--- config.mk ---
export PLATFORM = sky130hd
export DESIGN_NAME = nec_ir_frame_decoder_top
export DESIGN_NICKNAME = d
export VERILOG_FILES = /design/src/necir_pkg.sv /design/src/nec_ir_frame_decoder_top.sv /design/src/necir_window.sv
export SDC_FILE = /design/constraint.sdc
export NUM_CORES = 1
export LEC_CHECK = 0
export ABC_CLOCK_PERIOD_IN_PS = 4870
export BUFFER_PORTS_ARGS = -buffer_cell sky130_fd_sc_hd__buf_2
export CAP_MARGIN = 5
export CORE_MARGIN = 8
export CORE_UTILIZATION = 50
export CTS_CLUSTER_DIAMETER = 200
export DETAILED_ROUTE_END_ITERATION = 10
export PLACE_DENSITY_LB_ADDON = 0.25
export SYNTH_ARGS = -nofsm -noshare
export SYNTH_HDL_FRONTEND = slang
export SYNTH_HIERARCHICAL = 1
export SYNTH_SLANG_ARGS = --single-unit
--- constraint.sdc ---
create_clock -name clk -period 4.87 [get_ports clk]
set_clock_uncertainty 0.15 [all_clocks]
set_input_delay 0.2435 -clock clk [delete_from_list [all_inputs] [get_ports clk]]
set_output_delay 0.2435 -clock clk [all_outputs]
set_load 0.005 [all_outputs]
--- src/necir_pkg.sv ---
`timescale 1ns / 1ps

package necir_pkg;

  // frame geometry
  localparam int unsigned FRAME_BITS = 32;
  localparam int unsigned COUNT_W    = 6;
  localparam int unsigned TICK_W     = 16;
  localparam int unsigned BYTE_W     = 8;

  // configuration register indexes
  localparam int unsigned CFG_IDX_W = 3;
  localparam logic [CFG_IDX_W-1:0] REG_LEADER_MIN = 3'd0;
  localparam logic [CFG_IDX_W-1:0] REG_LEADER_MAX = 3'd1;
  localparam logic [CFG_IDX_W-1:0] REG_REPEAT_MIN = 3'd2;
  localparam logic [CFG_IDX_W-1:0] REG_REPEAT_MAX = 3'd3;
  localparam logic [CFG_IDX_W-1:0] REG_ZERO_MIN   = 3'd4;
  localparam logic [CFG_IDX_W-1:0] REG_ZERO_MAX   = 3'd5;
  localparam logic [CFG_IDX_W-1:0] REG_ONE_MIN    = 3'd6;
  localparam logic [CFG_IDX_W-1:0] REG_ONE_MAX    = 3'd7;

  // window bounds after reset, in ticks
  localparam logic [TICK_W-1:0] RST_LEADER_MIN = 16'd12150;
  localparam logic [TICK_W-1:0] RST_LEADER_MAX = 16'd14850;
  localparam logic [TICK_W-1:0] RST_REPEAT_MIN = 16'd10125;
  localparam logic [TICK_W-1:0] RST_REPEAT_MAX = 16'd12149;
  localparam logic [TICK_W-1:0] RST_ZERO_MIN   = 16'd675;
  localparam logic [TICK_W-1:0] RST_ZERO_MAX   = 16'd1575;
  localparam logic [TICK_W-1:0] RST_ONE_MIN    = 16'd1576;
  localparam logic [TICK_W-1:0] RST_ONE_MAX    = 16'd2925;

  // all timing windows, bounds inclusive
  typedef struct packed {
    logic [TICK_W-1:0] leader_min;
    logic [TICK_W-1:0] leader_max;
    logic [TICK_W-1:0] repeat_min;
    logic [TICK_W-1:0] repeat_max;
    logic [TICK_W-1:0] zero_min;
    logic [TICK_W-1:0] zero_max;
    logic [TICK_W-1:0] one_min;
    logic [TICK_W-1:0] one_max;
  } cfg_t;

  // which windows an edge period falls into
  typedef struct packed {
    logic leader_hit;
    logic repeat_hit;
    logic zero_hit;
    logic one_hit;
  } hits_t;

endpackage

--- src/nec_ir_frame_decoder_top.sv ---
`timescale 1ns / 1ps

// channel   direction  handshake            payload
// in        input      in_valid / in_ready  interval_ticks, overflowed
// out       output     out_valid/out_ready  address, command, is_repeat
// cfg       input      cfg_we (no wait)     cfg_index, cfg_data
//
// one edge per cycle while the output drains; an edge is held in an input
// register, then the state update and result land in the output register.
// reset: windows return to nominal bounds, decoder idle, no repeat allowed.
// a result waiting on out_ready holds the input register; in_ready drops only
// while that register is full and cannot drain.

module nec_ir_frame_decoder_top (
  input  logic                              clk,
  input  logic                              rst,
  input  logic                              in_valid,
  output logic                              in_ready,
  input  logic [necir_pkg::TICK_W-1:0]      interval_ticks,
  input  logic                              overflowed,
  output logic                              out_valid,
  input  logic                              out_ready,
  output logic [necir_pkg::BYTE_W-1:0]      address,
  output logic [necir_pkg::BYTE_W-1:0]      command,
  output logic                              is_repeat,
  input  logic                              cfg_we,
  input  logic [necir_pkg::CFG_IDX_W-1:0]   cfg_index,
  input  logic [necir_pkg::TICK_W-1:0]      cfg_data
);
  import necir_pkg::*;

  typedef enum logic [1:0] {
    MODE_IDLE,
    MODE_WAIT,
    MODE_RECV,
    MODE_DONE
  } mode_t;

  cfg_t                  cfg;
  hits_t                 hits;

  logic                  s1_valid;
  logic [TICK_W-1:0]     s1_ticks;
  logic                  s1_ovf;
  logic                  s1_go;

  mode_t                 mode;
  mode_t                 mode_next;
  logic [COUNT_W-1:0]    bit_count;
  logic [COUNT_W-1:0]    bit_count_next;
  logic [FRAME_BITS-1:0] shift_word;
  logic [FRAME_BITS-1:0] shift_word_next;
  logic [BYTE_W-1:0]     last_address;
  logic [BYTE_W-1:0]     last_command;
  logic                  repeat_allowed;
  logic                  repeat_allowed_next;
  logic                  save_frame;

  logic                  emit;
  logic                  emit_rep;
  logic [BYTE_W-1:0]     emit_addr;
  logic [BYTE_W-1:0]     emit_cmd;

  // configuration registers
  always_ff @(posedge clk) begin
    if (rst) begin
      cfg.leader_min <= RST_LEADER_MIN;
      cfg.leader_max <= RST_LEADER_MAX;
      cfg.repeat_min <= RST_REPEAT_MIN;
      cfg.repeat_max <= RST_REPEAT_MAX;
      cfg.zero_min   <= RST_ZERO_MIN;
      cfg.zero_max   <= RST_ZERO_MAX;
      cfg.one_min    <= RST_ONE_MIN;
      cfg.one_max    <= RST_ONE_MAX;
    end else if (cfg_we) begin
      case (cfg_index)
        REG_LEADER_MIN: cfg.leader_min <= cfg_data;
        REG_LEADER_MAX: cfg.leader_max <= cfg_data;
        REG_REPEAT_MIN: cfg.repeat_min <= cfg_data;
        REG_REPEAT_MAX: cfg.repeat_max <= cfg_data;
        REG_ZERO_MIN:   cfg.zero_min   <= cfg_data;
        REG_ZERO_MAX:   cfg.zero_max   <= cfg_data;
        REG_ONE_MIN:    cfg.one_min    <= cfg_data;
        REG_ONE_MAX:    cfg.one_max    <= cfg_data;
        default: ;
      endcase
    end
  end

  // input register drains whenever the output register can take a beat
  assign s1_go    = s1_valid && (!out_valid || out_ready);
  assign in_ready = !s1_valid || s1_go;

  always_ff @(posedge clk) begin
    if (rst) begin
      s1_valid <= 1'b0;
    end else if (in_ready) begin
      s1_valid <= in_valid;
    end
  end

  always_ff @(posedge clk) begin
    if (in_valid && in_ready) begin
      s1_ticks <= interval_ticks;
      s1_ovf   <= overflowed;
    end
  end

  necir_window u_window (
    .ticks (s1_ticks),
    .cfg   (cfg),
    .hits  (hits)
  );

  // per-edge decode
  always_comb begin
    logic                  bit_val;
    logic [FRAME_BITS-1:0] word;
    logic                  frame_ok;

    mode_next           = mode;
    bit_count_next      = bit_count;
    shift_word_next     = shift_word;
    repeat_allowed_next = repeat_allowed;
    save_frame          = 1'b0;
    emit                = 1'b0;
    emit_rep            = 1'b0;
    emit_addr           = last_address;
    emit_cmd            = last_command;
    bit_val             = hits.one_hit && !hits.zero_hit;
    word                = {shift_word[FRAME_BITS-2:0], bit_val};
    frame_ok            = ((word[31:24] ^ word[23:16]) == 8'hFF) &&
                          ((word[15:8] ^ word[7:0]) == 8'hFF);

    case (mode)
      MODE_WAIT: begin
        if (s1_ovf) begin
          mode_next = MODE_IDLE;
        end else if (hits.leader_hit) begin
          bit_count_next      = '0;
          shift_word_next     = '0;
          repeat_allowed_next = 1'b0;
          mode_next           = MODE_RECV;
        end else if (hits.repeat_hit && repeat_allowed) begin
          emit      = 1'b1;
          emit_rep  = 1'b1;
          mode_next = MODE_DONE;
        end else begin
          mode_next = MODE_IDLE;
        end
      end
      MODE_RECV: begin
        if (s1_ovf || !(hits.zero_hit || hits.one_hit)) begin
          mode_next = MODE_IDLE;
        end else begin
          shift_word_next = word;
          bit_count_next  = bit_count + 1'b1;
          // check byte pairs on the last bit
          if (bit_count_next >= COUNT_W'(FRAME_BITS)) begin
            if (frame_ok) begin
              emit                = 1'b1;
              emit_addr           = word[31:24];
              emit_cmd            = word[15:8];
              save_frame          = 1'b1;
              repeat_allowed_next = 1'b1;
              mode_next           = MODE_DONE;
            end else begin
              repeat_allowed_next = 1'b0;
              mode_next           = MODE_IDLE;
            end
          end
        end
      end
      default: begin
        // idle or done: this edge opens a leader mark
        mode_next = MODE_WAIT;
      end
    endcase
  end

  // decoder state and result register
  always_ff @(posedge clk) begin
    if (rst) begin
      mode           <= MODE_IDLE;
      bit_count      <= '0;
      shift_word     <= '0;
      last_address   <= '0;
      last_command   <= '0;
      repeat_allowed <= 1'b0;
      out_valid      <= 1'b0;
    end else begin
      if (s1_go) begin
        mode           <= mode_next;
        bit_count      <= bit_count_next;
        shift_word     <= shift_word_next;
        repeat_allowed <= repeat_allowed_next;
        if (save_frame) begin
          last_address <= emit_addr;
          last_command <= emit_cmd;
        end
        out_valid <= emit;
      end else if (out_ready) begin
        out_valid <= 1'b0;
      end
    end
  end

  always_ff @(posedge clk) begin
    if (s1_go && emit) begin
      address   <= emit_addr;
      command   <= emit_cmd;
      is_repeat <= emit_rep;
    end
  end

  // a result always leaves the decoder in done
  a_emit_done: assert property (@(posedge clk) disable iff (rst)
    (s1_go && emit) |=> (mode == MODE_DONE))
    else $error("result emitted without entering done");

  // a repeat result needs an earlier good frame
  a_repeat_allowed: assert property (@(posedge clk) disable iff (rst)
    (s1_go && emit && emit_rep) |-> (repeat_allowed && mode == MODE_WAIT))
    else $error("repeat emitted without a stored frame");

  // a full frame result arms repeats and stores its bytes
  a_frame_store: assert property (@(posedge clk) disable iff (rst)
    (s1_go && emit && !emit_rep) |=> (repeat_allowed && last_address == address &&
                                      last_command == command))
    else $error("frame result not stored");

  // bit counter never passes the frame length while receiving
  a_count_range: assert property (@(posedge clk) disable iff (rst)
    (mode == MODE_RECV) |-> (bit_count < COUNT_W'(FRAME_BITS)))
    else $error("bit counter overran frame");

endmodule

--- src/necir_window.sv ---
`timescale 1ns / 1ps

module necir_window (
  input  logic [necir_pkg::TICK_W-1:0] ticks,
  input  necir_pkg::cfg_t              cfg,
  output necir_pkg::hits_t             hits
);
  import necir_pkg::*;

  // inclusive range checks, an empty window (min above max) never hits
  always_comb begin
    hits.leader_hit = (ticks >= cfg.leader_min) && (ticks <= cfg.leader_max);
    hits.repeat_hit = (ticks >= cfg.repeat_min) && (ticks <= cfg.repeat_max);
    hits.zero_hit   = (ticks >= cfg.zero_min)   && (ticks <= cfg.zero_max);
    hits.one_hit    = (ticks >= cfg.one_min)    && (ticks <= cfg.one_max);
  end

endmodule
* Word-level counts from Yosys, hierarchy flattened *
Index checks and enable logic that the tools add are counted.
W data, S select, Z words.

word-level totals
  register bits after elaboration = 220
  input port bits = 41
  output and inout bits = 19
  word-level logic and storage cells = 120

cells by class
  add/sub/neg operators = 1
  magnitude comparators = 9
  equality and inequality tests = 16
  muxes and demuxes = 38
  bitwise gates (word level) = 2
  reductions and logical operators = 33

operator list
  operator               number
  $mux W31               3
  $ge A16 B16 Y1         4
  $le A16 B16 Y1         4
  $mux W8                8
  $pmux W31 S2           1
  $reduce_and A2 Y1      10
  $mux W6                3
  $eq A8 B8 Y1 const B   2
  $xor A8 B8 Y8          2
  $mux W1                13
  $eq A3 B3 Y1 const B   4
  $mux W2                6
  $pmux W6 S2            1
  $logic_and A1 B1 Y1    10
  $ne A2 B2 Y1 const B   4
  $add A6 B1 Y6 const B  1
  $eq A3 B2 Y1 const B   2
  $ge A6 B6 Y1 const B   1
  $reduce_and A6 Y1      1
  $reduce_and A5 Y1      1
  $logic_not A1 Y1       4
  $logic_or A1 B1 Y1     4
  $pmux W1 S2            2
  $pmux W2 S2            1
  6 further kinds        7

* Longest topological paths before layout *
  depth after elaboration = 12
  gate-level depth with buffers = 14
  mapped depth without buffers = 12

* Hierarchy *
The synthesis kept the hierarchy.

modules (own cells, without submodules)
  module                    instances  cells an instance  area an instance (sq um)  seq. area each (sq um)
  nec_ir_frame_decoder_top  1          971                8531.9                    4744.6
  necir_window              1          433                3136.8                    0.0

* Worst setup path after synthesis *
No wires, ideal clock.

  kind = register to register
  start = register s1_ticks[1]
  end = register address[0] (netlist name) (enable)
  library setup time = 0.418 ns
  arrival = 4.114 ns
  required time = 4.302 ns
  path slack = 0.188 ns
  stages on the path, launching flop included = 13
  path buffers = 1
  clock period less this slack = 4.682 ns
  cell sequence = edfxtp_1 > ha_1 > nor2b_1 > o211ai_1 > a2111o_1 > o211a_1 > o32a_1 > nand2b_1 > xor2_1 > nor3_1 > nand4_1 > clkbuf_1 > a211oi_1

RTL lines
  element                   line                             text
  start: declaration        nec_ir_frame_decoder_top.sv:43   logic [TICK_W-1:0] s1_ticks;
  start signal: assignment  nec_ir_frame_decoder_top.sv:104  s1_ticks <= interval_ticks;
  end signal: assignment    nec_ir_frame_decoder_top.sv:210  address <= emit_addr;
  end: declaration          nec_ir_frame_decoder_top.sv:23   output logic [necir_pkg::BYTE_W-1:0] address,

==> summary.txt <==
Cells and area
  – Commonest non-fill, non-tap cell in the layout: nand2_1
  – Fin area: 13400 µm²
  – Commonest cells after routing, fill and taps aside: 324 x nand2_1, 186 x dfxtp_1, 166 x a21oi_1
  – Fin util: 57.6%
  – Area growth, synth to finish: 14.5%
  – Share of cells above drive strength 1: 9.51%
  – NumNets Final: 1635

Global routing
  – First-pass GRT wire length: 52900 µm
  – Initial antenna violation count: 2
  – Number of global-route vias before repair: 9926
  – Pin count of the biggest net entering global routing: 83
  – Total Routing Usage GR: 23.3%
  – Total gr overflow: 0

Setup path
  – Crit path launch type: flop
  – WP data required: 5.09 ns
  – CP max FO: 16
  – Crit Path Class: reg -> reg
  – R2R depth: 9
  – Critical Path End Type: flop
  – Crit path DAT: 4.26 ns

Power and ir drop
  – Logic gate share of total power: 10.4%
  – P_int: 3.14 mW
  – Sw power: 1.06 mW
  – Leakage: 5.75 nW
  – Maximum VDD drop: 249 µV
  – Seq pwr share: 46.0%
  – Switch share: 25.2%
  – Total power: 4.20 mW
  – Power Density: 315 nW/µm²
  – Clock share of power: 43.6%

Die
  – Initial Util: 50.3%
  – Ports: 60
  – Row cnt: 56
  – Horiz. Die Dim: 169 µm
  – Die Y: 169 µm
  – CORE AREA: 23200 µm²
  – Die area: 28500 µm²

Drt
  – Post-DRT Antenna Nets: 0
  – Via count: 9989
  – Drc violations: 0
  – 1st-pass router iterations: 7
  – Routed wire length per instance: 18.6 µm
  – Post-Route WL: 33500 µm
  – Drt via density: 5.54
  – DR iter-0 viols: 794

STA
  – Slew margin rel.: 21.7%
  – Setup WS post-layout: 0.830 ns
  – Fmax: 0.247 GHz
  – Slew Viols, Final: 0
  – Setup TNS: 0 ns
  – Clock period minus worst slack: 4.04 ns
  – Slew @ Worst Pin: 1.17 ns
  – Setup violators final: 0
  – Final hold vios: 0
  – Period utilization: 83.0%
  – RSZ-0062 raised after global routing: false

Logic synthesis
  – Syn Area/Cell: 8.31 µm²
  – YS warnings: 6
  – Netlist cell types: 48
  – Syn Std Cell Area: 11700 µm²
  – Register area share after synthesis: 40.7%
  – #FFs+latches synth: 220
  – Syn Nets: 1576
  – Post-synthesis async set-or-reset flop share: 0%
  – Post-synth top flop: dfxtp_1
  – Mapped Cells: 1404
  – Post-synth EDFFs: 34

Clock tree
  – H-Tree Depth: 1
  – Skew-Pair Late Insertion Delay: 0.52 ns
  – TritonCTS Buffers: 25
  – Gates resized, CTS repair: 0
  – CTS root buffer: clkbuf_16
  – Post-CTS setup buffers: 0
  – CTS tree: yes
  – Clock Pin Slew Worst Setup and Hold Paths: 0.06 ns
  – Deepest clock path buffer count: 3
  – Clk sinks: 220
  – Hold_buf cts: 36

Placement
  – RD Place Congestion: 0.920
  – DP HPWL: 23100 µm
  – Port Buffers: 59
  – Placed cell area: 12200 µm²
  – Pre-CTS setup slack: 0.879 ns

Outcome
  – Status: finished clean

Run
  – Max-Cap Viols: 0

Worst hold path
  – Worst Hold Depth: 4
  – Hold Crit Class: in -> reg
==> cell usage after synthesis, types with 3 or more instances <==
cell type,n,area (µm²)
a2111o_1,4,45.0
a2111oi_0,3,26.3
a211o_1,3,26.3
a211oi_1,8,60.1
a21o_1,7,52.6
a21oi_1,166,831
a221oi_1,5,43.8
buf_1,8,30.0
clkbuf_1,50,188
clkbuf_2,16,80.1
dfxtp_1,186,3720
edfxtp_1,34,1020
ha_1,131,1640
inv_1,133,499
mux2_2,16,180
nand2_1,324,1220
nand2b_1,7,43.8
nand3_1,49,245
nand3b_1,56,420
nand4_1,46,288
nor2_1,28,105
nor2b_1,13,81.3
nor3_1,12,60.1
nor4_1,5,31.3
o211a_1,3,30.0
o211ai_1,6,45.0
o21ai_0,12,60.1
o21ai_1,7,35.0
o31ai_1,19,143
o32a_1,3,30.0
or4_1,4,30.0
xor2_1,18,158
==> registers in the layout, summed over array words and instances (netlist names), 2 cells and up <==
name	flops
address	8
bit_count	6
cfg	128
command	8
last_address	8
last_command	8
mode	2
s1_ticks	16
shift_word	31
==> metal layers <==
layer	up-vias	routed length [µm]	share of wire, %	GRT usage (%)
met3	83	2190	6.5	3.73
met2	320	16300	49	40.9
met1	4663	13600	41	28.2
met5	-	0	0	0
met4	0	1410	4.2	9.24
li1	4923	-	-	-
==> power by group through the flow <==
stage / Clock, mW / Sequential [mW] / Combinational (mW)
6_report: 1.83 / 1.93 / 0.436
5_1_grt: 1.94 / 1.94 / 0.488
4_1_cts: 1.87 / 1.93 / 0.431
3_5_place_dp: 0 / 1.97 / 0.405
3_3_place_gp: 0 / 1.97 / 0.395
2_1_floorplan: 0 / 1.95 / 0.287
==> stage by stage <==
stage | hold WS, ns | std cells
after floorplan | 0.192 | 1404
after global placement | 0.279 | 1719
after detailed placement | 0.281 | 1719
after CTS | 0.0920 | 1801
after global routing | 0.145 | 1803
final | 0.108 | 1803
==> area by class of cell <==
class	count	area [µm²]
Clock buffer	37	723
Multi-Input combinational cell	975	6150
Tap cell	319	399
Clock inverter	9	76.3
Fill cell	2108	9840
Antenna cell	2	5.00
Sequential cell	220	4740
Inverter	133	499
Timing Repair Buffer	108	756
==> path summary, 6_finish.rpt <==
kind,start,end,slack (ns)
max reg2reg,s1_ticks[13]$_DFFE_PP_,last_command[4]$_SDFFE_PP0P_,0.83
min,cfg_index[1],cfg[115]$_SDFFE_PP0P_,0.11
min reg2reg,cfg[106]$_SDFFE_PP0P_,cfg[106]$_SDFFE_PP0P_,0.30
max,s1_ticks[13]$_DFFE_PP_,last_command[4]$_SDFFE_PP0P_,0.83
==> critical path, cell delays in order (launching register included) <==
cell	delay [ns]
edfxtp_1	0.56
ha_1	0.39
nand4_1	0.19
or4_1	0.56
a2bb2oi_1	0.27
nor2_1	0.11
or3b_2	0.59
a211o_1	0.57
o31ai_1	0.37
a21oi_1	0.11
==> cells by family after synthesis <==
family / synth area share [%]
simple gates: 22.6
xor+xnor: 1.43
fa+ha+maj: 14.0
buf+inv: 6.92
mux: 1.63
flops: 40.7
compound gates: 12.7
Note: power is estimated with default switching activity, not from simulation.
